==> config.mk <==
export PLATFORM = sky130hd
export DESIGN_NAME = gpio_timer_register_block_unit
export DESIGN_NICKNAME = d
export VERILOG_FILES = /design/src/gpio_tmr_pkg.sv /design/src/gpio_timer_register_block_unit.sv /design/src/gpio_tmr_core.sv
export SDC_FILE = /design/constraint.sdc
export NUM_CORES = 1
export LEC_CHECK = 0
export ABC_AREA = 0
export BUFFER_PORTS_ARGS = -buffer_cell sky130_fd_sc_hd__buf_4
export CAP_MARGIN = 30
export CORE_UTILIZATION = 60
export CTS_BUF_LIST = sky130_fd_sc_hd__clkbuf_4 sky130_fd_sc_hd__clkbuf_8 sky130_fd_sc_hd__clkbuf_16
export CTS_CLUSTER_SIZE = 12
export DETAILED_ROUTE_END_ITERATION = 7
export PLACE_DENSITY_LB_ADDON = 0.1
export SYNTH_ARGS = -nofsm -noshare
export SYNTH_HDL_FRONTEND = slang
export SYNTH_SLANG_ARGS = --single-unit
export TNS_END_PERCENT = 100
==> constraint.sdc <==
create_clock -name clock -period 6.8 [get_ports clock]
set_clock_uncertainty 0.15 [all_clocks]
set_input_delay 1.02 -clock clock [delete_from_list [all_inputs] [get_ports clock]]
set_output_delay 1.02 -clock clock [all_outputs]
set_load 0.03 [all_outputs]
==> src/gpio_tmr_pkg.sv <==
// Shared types and constants for the GPIO and timer register block.
`default_nettype none

package gpio_tmr_pkg;

   localparam int PORT_WIDTH  = 32;
   localparam int WORD_WIDTH  = 32;
   localparam int ADDR_WIDTH  = 5;
   localparam int MHZ_WIDTH   = 12;
   localparam int PSC_WIDTH   = 15;
   localparam int TIMER_ON    = 15;

   localparam logic [MHZ_WIDTH-1:0] MHZ_RESET = MHZ_WIDTH'(20);

   localparam logic [ADDR_WIDTH-1:0] ADDR_PORTA   = 5'd0;
   localparam logic [ADDR_WIDTH-1:0] ADDR_DIRA    = 5'd2;
   localparam logic [ADDR_WIDTH-1:0] ADDR_PORTB   = 5'd4;
   localparam logic [ADDR_WIDTH-1:0] ADDR_DIRB    = 5'd6;
   localparam logic [ADDR_WIDTH-1:0] ADDR_COUNT   = 5'd8;
   localparam logic [ADDR_WIDTH-1:0] ADDR_STATUS  = 5'd10;
   localparam logic [ADDR_WIDTH-1:0] ADDR_CONTROL = 5'd12;
   localparam logic [ADDR_WIDTH-1:0] ADDR_PERIOD  = 5'd14;
   localparam logic [ADDR_WIDTH-1:0] ADDR_FREQ    = 5'd16;

   localparam int REQ_DATA_WIDTH = 40;
   localparam int RSP_DATA_WIDTH = 104;

   typedef enum logic [1:0] {
      OP_READ  = 2'd0,
      OP_WRITE = 2'd1,
      OP_TICK  = 2'd2
   } opcode_type;

   typedef struct packed {
      logic [WORD_WIDTH-1:0] read_value;
      logic                  address_invalid;
      logic                  timer_wrapped;
      logic [WORD_WIDTH-1:0] port_a_pins;
      logic [WORD_WIDTH-1:0] port_b_pins;
   } result_type;

endpackage

`default_nettype wire

==> src/gpio_timer_register_block_unit.sv <==
// GPIO and timer register block: usage
//
// Each request transaction (req_*) is a register read, a register write or a
// timer tick, chosen by req_tuser. Every request yields exactly one response
// transaction (rsp_*) carrying the read data, the wrap flag of a tick and the
// two port values after the request; rsp_tuser flags a read of an unmapped
// address.
// A request is captured in an input register and executed once the output
// register is free, when its response is loaded into the output register;
// one request is taken each cycle while the receiver keeps rsp_tready high.
// If the receiver holds rsp_tready low, the output register holds its
// response and the input register holds one more request; req_tready drops
// only while both are full.
// csr_wr_en / csr_wr_data load the frequency register (MHz);
// write it only while no transaction is in flight.
// Synchronous reset clears all ports, directions, timer registers and the
// prescaler, sets the frequency register to 20 and empties both stages.
`default_nettype none

module gpio_timer_register_block_unit (
   input  wire logic                                    clock,
   input  wire logic                                    reset,
   input  wire logic                                    csr_wr_en,
   input  wire logic [gpio_tmr_pkg::MHZ_WIDTH-1:0]      csr_wr_data,
   input  wire logic                                    req_tvalid,
   output      logic                                    req_tready,
   // [4:0] reg_address, [36:5] write_value, [39:37] zero
   input  wire logic [gpio_tmr_pkg::REQ_DATA_WIDTH-1:0] req_tdata,
   // [1:0] opcode
   input  wire logic [1:0]                              req_tuser,
   output      logic                                    rsp_tvalid,
   input  wire logic                                    rsp_tready,
   // [31:0] read_value, [32] timer_wrapped, [64:33] port_a_pins,
   // [96:65] port_b_pins, [103:97] zero
   output      logic [gpio_tmr_pkg::RSP_DATA_WIDTH-1:0] rsp_tdata,
   // [0] address_invalid
   output      logic                                    rsp_tuser
);
   import gpio_tmr_pkg::*;

   logic                  in_valid_ff;
   logic [1:0]            in_op_ff;
   logic [ADDR_WIDTH-1:0] in_addr_ff;
   logic [WORD_WIDTH-1:0] in_data_ff;
   logic                  out_valid_ff;
   result_type            out_ff;
   result_type            result;
   logic                  out_free;
   logic                  exec;
   logic                  take;

   assign out_free   = !out_valid_ff || rsp_tready;
   assign exec       = in_valid_ff && out_free;
   assign req_tready = !in_valid_ff || out_free;
   assign take       = req_tvalid && req_tready;

   gpio_tmr_core u_core (
      .clock       (clock),
      .reset       (reset),
      .csr_wr_en   (csr_wr_en),
      .csr_wr_data (csr_wr_data),
      .exec        (exec),
      .opcode      (in_op_ff),
      .reg_address (in_addr_ff),
      .write_value (in_data_ff),
      .result      (result)
   );

   always_ff @(posedge clock) begin
      if (reset) begin
         in_valid_ff  <= 1'b0;
         out_valid_ff <= 1'b0;
      end else begin
         if (req_tready) begin
            in_valid_ff <= req_tvalid;
         end
         if (out_free) begin
            out_valid_ff <= in_valid_ff;
         end
      end
   end

   always_ff @(posedge clock) begin
      if (take) begin
         in_op_ff   <= req_tuser;
         in_addr_ff <= req_tdata[ADDR_WIDTH-1:0];
         in_data_ff <= req_tdata[ADDR_WIDTH +: WORD_WIDTH];
      end
      if (exec) begin
         out_ff <= result;
      end
   end

   assign rsp_tvalid = out_valid_ff;
   assign rsp_tuser  = out_ff.address_invalid;
   assign rsp_tdata  = {7'd0, out_ff.port_b_pins, out_ff.port_a_pins,
                        out_ff.timer_wrapped, out_ff.read_value};

endmodule

`default_nettype wire

==> src/gpio_tmr_core.sv <==
// Register file, port write masking and timer update for one transaction.
`default_nettype none

module gpio_tmr_core (
   input  wire logic                                clock,
   input  wire logic                                reset,
   input  wire logic                                csr_wr_en,
   input  wire logic [gpio_tmr_pkg::MHZ_WIDTH-1:0]  csr_wr_data,
   input  wire logic                                exec,
   input  wire logic [1:0]                          opcode,
   input  wire logic [gpio_tmr_pkg::ADDR_WIDTH-1:0] reg_address,
   input  wire logic [gpio_tmr_pkg::WORD_WIDTH-1:0] write_value,
   output gpio_tmr_pkg::result_type                 result
);
   import gpio_tmr_pkg::*;

   logic [MHZ_WIDTH-1:0]  clock_mhz_ff;
   logic [PORT_WIDTH-1:0] port_a_ff, port_a_in;
   logic [PORT_WIDTH-1:0] dir_a_ff, dir_a_in;
   logic [PORT_WIDTH-1:0] port_b_ff, port_b_in;
   logic [PORT_WIDTH-1:0] dir_b_ff, dir_b_in;
   logic [WORD_WIDTH-1:0] count_ff, count_in;
   logic [WORD_WIDTH-1:0] status_ff, status_in;
   logic [WORD_WIDTH-1:0] control_ff, control_in;
   logic [WORD_WIDTH-1:0] period_ff, period_in;
   logic [PSC_WIDTH-1:0]  psc_ff, psc_in;

   logic [PORT_WIDTH-1:0] wdata;
   logic [PSC_WIDTH-1:0]  psc_inc;
   logic [WORD_WIDTH-1:0] count_inc;
   logic [WORD_WIDTH-1:0] rd;
   logic                  bad;
   logic                  wrapped;

   assign wdata     = write_value[PORT_WIDTH-1:0];
   assign psc_inc   = psc_ff + PSC_WIDTH'(1);
   assign count_inc = count_ff + WORD_WIDTH'(1);

   always_comb begin
      port_a_in  = port_a_ff;
      dir_a_in   = dir_a_ff;
      port_b_in  = port_b_ff;
      dir_b_in   = dir_b_ff;
      count_in   = count_ff;
      status_in  = status_ff;
      control_in = control_ff;
      period_in  = period_ff;
      psc_in     = psc_ff;
      rd         = '0;
      bad        = 1'b0;
      wrapped    = 1'b0;
      case (opcode_type'(opcode))
         OP_READ: begin
            case (reg_address)
               ADDR_PORTA:   rd = WORD_WIDTH'(port_a_ff);
               ADDR_DIRA:    rd = WORD_WIDTH'(dir_a_ff);
               ADDR_PORTB:   rd = WORD_WIDTH'(port_b_ff);
               ADDR_DIRB:    rd = WORD_WIDTH'(dir_b_ff);
               ADDR_COUNT:   rd = count_ff;
               ADDR_STATUS:  rd = status_ff;
               ADDR_CONTROL: rd = control_ff;
               ADDR_PERIOD:  rd = period_ff;
               ADDR_FREQ:    rd = WORD_WIDTH'(clock_mhz_ff);
               default:      bad = 1'b1;
            endcase
         end
         OP_WRITE: begin
            // input bits (direction set) keep their stored value
            case (reg_address)
               ADDR_PORTA:   port_a_in  = (wdata & ~dir_a_ff) | (port_a_ff & dir_a_ff);
               ADDR_DIRA:    dir_a_in   = wdata;
               ADDR_PORTB:   port_b_in  = (wdata & ~dir_b_ff) | (port_b_ff & dir_b_ff);
               ADDR_DIRB:    dir_b_in   = wdata;
               ADDR_COUNT:   count_in   = write_value;
               ADDR_STATUS:  status_in  = write_value;
               ADDR_CONTROL: control_in = write_value;
               ADDR_PERIOD:  period_in  = write_value;
               default:      ;
            endcase
         end
         OP_TICK: begin
            if (control_ff[TIMER_ON]) begin
               psc_in = psc_inc;
               if (psc_inc == control_ff[PSC_WIDTH-1:0]) begin
                  psc_in   = '0;
                  count_in = count_inc;
                  if (count_inc == period_ff) begin
                     count_in     = '0;
                     status_in[0] = 1'b1;
                     wrapped      = 1'b1;
                  end
               end
            end
         end
         default: ;
      endcase
   end

   always_ff @(posedge clock) begin
      if (reset) begin
         clock_mhz_ff <= MHZ_RESET;
         port_a_ff    <= '0;
         dir_a_ff     <= '0;
         port_b_ff    <= '0;
         dir_b_ff     <= '0;
         count_ff     <= '0;
         status_ff    <= '0;
         control_ff   <= '0;
         period_ff    <= '0;
         psc_ff       <= '0;
      end else begin
         if (csr_wr_en) begin
            clock_mhz_ff <= csr_wr_data;
         end
         if (exec) begin
            port_a_ff  <= port_a_in;
            dir_a_ff   <= dir_a_in;
            port_b_ff  <= port_b_in;
            dir_b_ff   <= dir_b_in;
            count_ff   <= count_in;
            status_ff  <= status_in;
            control_ff <= control_in;
            period_ff  <= period_in;
            psc_ff     <= psc_in;
         end
      end
   end

   assign result.read_value      = rd;
   assign result.address_invalid = bad;
   assign result.timer_wrapped   = wrapped;
   assign result.port_a_pins     = WORD_WIDTH'(port_a_in);
   assign result.port_b_pins     = WORD_WIDTH'(port_b_in);

endmodule

`default_nettype wire
# Word-level counts from Yosys, hierarchy flattened

Cells that the tools add are included.

Add/sub/neg operators: 2
Eq/ne operators: 17
Mux-type cells: 18
Bitwise gates (word level): 8
Reduce and logical (&&, ||, !) cells: 19

Operators with widths:

| operator                                                        | count |
|---|---|
| 32-bit one-hot mux with 9 select lines                          | 1 |
| 32-bit two-way mux                                              | 8 |
| 32-bit bitwise AND                                              | 4 |
| 32-bit inverter                                                 | 2 |
| 32-bit bitwise OR                                               | 2 |
| 32-bit one-hot mux with 2 select lines                          | 1 |
| 32-bit by 1-bit adder with 32-bit output, second input constant | 1 |
| 32-bit == test                                                  | 1 |
| 3-bit AND reduction                                             | 7 |
| 5-bit by 4-bit == test with 1-bit output, second input constant | 4 |
| 15-bit by 1-bit adder with 15-bit output, second input constant | 1 |
| 15-bit == test                                                  | 1 |
| 15-bit two-way mux                                              | 1 |
| 5-bit by 3-bit == test with 1-bit output, second input constant | 2 |
| 9-bit OR reduction                                              | 1 |
| 1-bit two-way mux                                               | 6 |
| 2-bit by 1-bit != test with 1-bit output, second input constant | 3 |
| 6-bit AND reduction                                             | 1 |
| 5-bit by 2-bit == test with 1-bit output, second input constant | 1 |
| 5-bit == test, second input constant                            | 1 |
| 5-bit logical NOT                                               | 1 |
| 5-bit AND reduction                                             | 1 |
| 2-bit != test, second input constant                            | 2 |
| 2-bit by 1-bit == test with 1-bit output, second input constant | 1 |
| other kinds (7)                                                 | 10 |

Register bits after elaboration: 422
Output and inout bits: 107

# Longest topological paths before layout

Depth after elaboration: 6
Gate-level depth with buffers: 13
Depth with buffers taken out: 10

# By module

A second synthesis with hierarchy kept.

Cell total of the unflattened synthesis: 2250
Area total of the unflattened synthesis: 19851.5 sq um

Modules (own cells, without submodules):

| module                         | instances | cells each | area each (sq um) | seq. area each (sq um) |
|---|---|---|---|---|
| gpio_tmr_core                  | 1         | 2095       | 15577.4           | 5665.4 |
| gpio_timer_register_block_unit | 1         | 155        | 4274.1            | 4154.0 |

# Worst setup path before layout

OpenSTA, ideal clock, no wires.

Kind: input to register
Start point: input port rsp_tready
End point: register out_ff (netlist bit rsp_tdata[0]) (enable)
Library setup time: 0.500 ns
Data arrival time: 4.492 ns
Setup slack: 1.658 ns
Stages on the path: 5
Path through: nor2b_1 > nor2b_1 > clkbuf_1 > clkbuf_1 > clkbuf_1

Word-level cells in the longest chain between the ends: 2

Ends and longest elaborated chain:

| element              | RTL line                             | source |
|---|---|---|
| from (decl)          | gpio_timer_register_block_unit.sv:32 | `input wire logic rsp_tready,` |
| 1-bit logical OR     | gpio_timer_register_block_unit.sv:52 | `assign out_free = !out_valid_ff \|\| rsp_tready;` |
| 1-bit logical AND    | gpio_timer_register_block_unit.sv:53 | `assign exec = in_valid_ff && out_free;` |
| via exec             | gpio_timer_register_block_unit.sv:49 | `logic exec;` |
| to (signal assigned) | gpio_timer_register_block_unit.sv:90 | `out_ff <= result;` |
| to (decl)            | gpio_timer_register_block_unit.sv:46 | `result_type out_ff;` |

The timed path passes the listed nets, and every way through them passes these cells.
A chain may end at the register's enable or synchronous reset.

# Final worst setup path

Start point: register u_core.count_ff[0]
End point: register u_core.count_ff[18]

Word-level cells in the longest chain between the ends: 6

Ends and longest elaborated chain:

| element                                    | RTL line             | source |
|---|---|---|
| from (decl)                                | gpio_tmr_core.sv:22  | `logic [WORD_WIDTH-1:0] count_ff, count_in;` |
| from (signal assigned)                     | gpio_tmr_core.sv:120 | `count_ff <= count_in;` |
| 32-bit by 1-bit adder with 32-bit output * | gpio_tmr_core.sv:37  | `assign count_inc = count_ff + WORD_WIDTH'(1);` |
| 32-bit == test                             | gpio_tmr_core.sv:87  | `if (count_inc == period_ff) begin` |
| 32-bit two-way mux *                       | gpio_tmr_core.sv:87  |  |
| 32-bit two-way mux *                       | gpio_tmr_core.sv:84  | `if (psc_inc == control_ff[PSC_WIDTH-1:0]) begin` |
| 32-bit two-way mux *                       | gpio_tmr_core.sv:82  | `if (control_ff[TIMER_ON]) begin` |
| 32-bit one-hot mux with 2 select lines *   | gpio_tmr_core.sv:52  | `case (opcode_type'(opcode))` |

Mark *: on every way between the ends. The rest lies on a longest branch, timed or not. The select of a mux whose other input is x is not followed.

==> run summary <==
The run finished with clean final reports. The netlist area before placement came out at about 20,000 um2. The post-CTS clock slew at the launch and capture registers of the worst setup and hold paths is roughly 0.06 ns. The final layout contains routed wiring with a total length of ~66,000 um. The worst-case headroom to the max-slew limit came out at between 20% and 30%. Per report_power, the clock group accounts for about 45% of the total. The wire length of the first global-routing pass came out at 98,600 um. After detailed routing, the average wire length per cell comes to 24.1 um. The maximum clock insertion buffer count is 3. The violation count after the first detailed-route iteration is 2,613. The part of the power in combinational logic came out at a little under 5%. The hold path startpoint is u_core.status_ff[7]$_SDFFE_PP0P_. The global routing usage on met2 came out at between 50% and 60%. The endpoint identified for the worst register-to-register timing path is u_core.count_ff[18]$_SDFFE_PP0P_. The number of buffers inserted to repair setup after CTS is 0. The met1 layer usage reported by global route came out at 56.3%.

The worst reg2reg path startpoint is u_core.count_ff[0]$_SDFFE_PP0P_. The count of pins over their slew limit is 0. The leakage power came out at between 7 and 8 nW. The launch point of the critical path is u_core.count_ff[0]$_SDFFE_PP0P_. The routability-driven placement congestion ratio is approximately 1.

The clock tree from TritonCTS is yes. The combined area of the multi-input logic cells is 9210 um2. The number of vias per cell after detailed routing came out at roughly 6.5. The number of design rule violations left after detail routing is 0. Setup violations remaining at the end of the flow were counted as 0. Once the clock tree was built, the resizer swapped 0 gates to a different size. The total CTS buffers came out at 44. The worst hold margin is slightly above 0.3 ns. The maximum VDD drop is roughly 0.28 mV. The transition time at the pin with the least slew margin is 1.07 ns. The number of different library cells in the post-synthesis netlist came out at 73. The met3 usage in global routing came out at 9.59%.

The worst setup path is captured at a register. After synthesis, the share of flip-flops with an asynchronous set or reset is 0%. The wire-length estimate of the detail-placed layout is 43,100 um.

The post-route clock period utilization came out at between 70% and 80%. Relative to the synthesized area, the layout overhead comes to 14.1%. For the worst setup path, the data required time is slightly above 7 ns. The average footprint of a synthesized cell is between 9 and 10 um2. The count of vias placed by the detailed router is ~18k. The path depth of the worst reg2reg path is 11. In the final design database the tool counted roughly 2.3k nets. The routed design could run at a clock period as short as ~5.2 ns. The area of the core region is 32,500 um2. The number of iterations in the first detailed-routing pass came out at 8.

The post-route setup TNS came out at 0 ns. The switching share of power is between 20% and 30%. The register area is between 9000 and 10,000 um2. The height of the chip came out at between 150 and 200 um. The overall fraction of global-route tracks in use came out at around two fifths. The post-route netlist has between 10% and 20% of its cells at a drive strength greater than 1. After global routing, the most crowded layer is met1. The count of clock tree sinks is around 420. The worst hold path belongs to the class reg2reg.

The largest fanout of any net on the critical path came out at 13. The initial core utilization came out at approximately 61%. The arrival time of the worst setup path came out at 5.45 ns.

Yosys mapped a number of flops with a built-in enable equal to approximately 140. The number of H-tree branching levels is 2. The sequential share of power is between 50% and 60%. Yosys printed 0 warnings. The analysis attributes to net switching a power of ~1.2 mW. The start-to-end type of the worst setup path is reg2reg. The internal power of the cells came out at 4.14 mW. The number of antenna violations at the first check in global routing came out at 5. The number of hold violations in the final report came out at 0. The number of inserted filler cells in the final layout came out at ~2.5k.

The power density normalized to cell area came out at ~240 nW/um2. Setup repair after global routing left no endpoint under its margin. The total overflow left after global routing is 0. The pin count of the biggest net entering global routing is around 120. The max capacitance violation total is 0. The die area came out at ~34,000 um2. The achievable frequency is ~190 MHz. The via count of the first global-routing pass came out at between 15k and 20k. The standard-cell row count came out at 66. Hold repair after CTS inserted 0 buffers. Once detail routing completed, the nets flagged for antenna violations numbered 0.

Setup slack on the worst reg-to-reg path comes out at 1.64 ns. STA classifies the critical path startpoint as a register. The insertion delay of the later-clocked pin in the worst-skew pair came out at 0.56 ns. The cell chosen for the clock root is clkbuf_16. The die boundary width came out at 184 um. Synthesis handed over a netlist of between 2k and 2.5k instances. Synthesis inferred 422 register bits.

The count of buffers from port buffering is ~160. The sequential fraction of the synthesis area is 49.6%. The most used flip-flop cell after synthesis is dfxtp_1. The number of placed I/O pins is between 150 and 200. In this run the worst setup path terminates at u_core.count_ff[18]$_SDFFE_PP0P_.
[cell usage after synthesis (all sizes together) (6+ instances only)]
| master | number | area, um2 |
|---|---|---|
| o21ai | 41 | 205 |
| o21a | 6 | 45.0 |
| nand3 | 24 | 125 |
| a222oi | 10 | 100 |
| o211ai | 7 | 52.6 |
| and4 | 9 | 78.8 |
| xnor2 | 33 | 289 |
| a22oi | 53 | 398 |
| nand2b | 79 | 494 |
| a221oi | 34 | 298 |
| xor2 | 20 | 175 |
| a31oi | 36 | 225 |
| nor2 | 119 | 447 |
| dfxtp | 285 | 5710 |
| mux2 | 65 | 732 |
| a21o | 6 | 45.0 |
| a22o | 50 | 438 |
| edfxtp | 137 | 4110 |
| nor2b | 11 | 68.8 |
| o31ai | 30 | 225 |
| and2 | 9 | 56.3 |
| a21oi | 261 | 1310 |
| and3 | 16 | 100 |
| inv | 11 | 41.3 |
| clkbuf | 157 | 592 |
| nand2 | 465 | 1750 |
| nor4 | 16 | 130 |
| or3 | 20 | 125 |
| nand4 | 27 | 184 |
| nor3 | 23 | 115 |
| mux2i | 26 | 260 |
| buf | 33 | 190 |
| or4 | 14 | 109 |
[cells in the final DEF (no fill, tap or decap), types with 21 or more instances in the layout]
| cell | count |
|---|---|
| mux2i_1 | 26 |
| a22o_1 | 50 |
| dfxtp_1 | 285 |
| o31ai_1 | 30 |
| o21ai_0 | 41 |
| mux2_2 | 65 |
| xnor2_1 | 33 |
| buf_4 | 186 |
| a21oi_1 | 260 |
| nand2_1 | 459 |
| nand2b_1 | 78 |
| a22oi_1 | 53 |
| clkbuf_16 | 45 |
| clkbuf_4 | 21 |
| a31oi_1 | 36 |
| nor2_1 | 117 |
| nand4_1 | 26 |
| edfxtp_1 | 137 |
| nand3_1 | 23 |
| a221oi_1 | 34 |
[worst max-delay path, stage by stage (launching register included)]
cell and delay (ns):
dfxtp_1 0.51, ha_1 0.31, nand3_1 0.47, or4_1 0.94, nor4_1 0.55, xnor3_1 0.30
nand4b_1 0.12, or4_4 0.54, nor4_4 0.32, a21oi_2 0.26, buf_4 0.33, a22o_1 0.22
[registers in the layout, indices dropped and copies added, names as in the netlist, 32 cells and up]
register           flops
u_core.status_ff      32
u_core.period_ff      32
u_core.port_b_ff      32
u_core.dir_b_ff       32
rsp_tdata             97
u_core.count_ff       32
u_core.control_ff     32
u_core.port_a_ff      32
in_data_ff            32
u_core.dir_a_ff       32
[metrics by stage]
step	instances	util (%)	cell area [um2]	power, mW	setup WS [ns]
after floorplan	2202	-	19800	2.88	1.66
after global placement	2640	64.8	21000	2.99	1.87
after detailed placement	2645	65.1	21100	3.00	1.76
after CTS	2725	69.5	22600	5.38	1.74
after global routing	2725	69.5	22600	5.49	1.44
final	2726	69.5	22600	5.37	1.64
[power groups by stage]
stage	clock network, mW	logic, mW	registers, mW
floorplan	0	0.121	2.76
global placement	0	0.250	2.74
detailed placement	0	0.257	2.74
CTS	2.43	0.258	2.69
global route	2.53	0.274	2.69
finish	2.42	0.262	2.69
[cell families after synthesis]
family | count (synthesis) | share of synthesized area (%)
XOR/XNOR | 55 | 2.57
adder cells (fa/ha/maj) | 2 | 0.127
flip-flops | 422 | 49.6
multiplexers | 91 | 5.02
other | 1 | 0.0190
AND/OR/NAND/NOR | 855 | 20.0
AO/OA/AOI/OAI | 569 | 18.4
buffers and inverters | 201 | 4.16
[metal layers]
layer	share of wire [%]	wire length, um
met1	42	27400
met2	43	27900
met3	13	8420
met4	2.9	1920
met5	0	0
[how the worst min path moves through the flow]
| stage | endpoint | slack (ns) | cells past startpoint |
|---|---|---|---|
| 6_report | u_core.status_ff[7]$_SDFFE_PP0P_ | 0.31 | 2 |
| 5_1_grt | u_core.status_ff[12]$_SDFFE_PP0P_ | 0.32 | 2 |
| 4_1_cts | u_core.status_ff[7]$_SDFFE_PP0P_ | 0.30 | 2 |
| 3_5_place_dp | u_core.status_ff[21]$_SDFFE_PP0P_ | 0.30 | 2 |
| 3_3_place_gp | u_core.status_ff[5]$_SDFFE_PP0P_ | 0.29 | 2 |
| 2_1_floorplan | u_core.status_ff[17]$_SDFFE_PP0P_ | 0.29 | 2 |
[area by class of cell]
cell class	instances	share of cell area, %
Antenna cell	1	0.0111
Clock buffer	68	5.81
Clock inverter	12	0.626
Inverter	11	0.183
Multi-Input combinational cell	1579	40.8
Sequential cell	422	43.5
Tap cell	442	2.45
Timing Repair Buffer	191	6.60
Note: power is estimated with default switching activity, not from simulation.
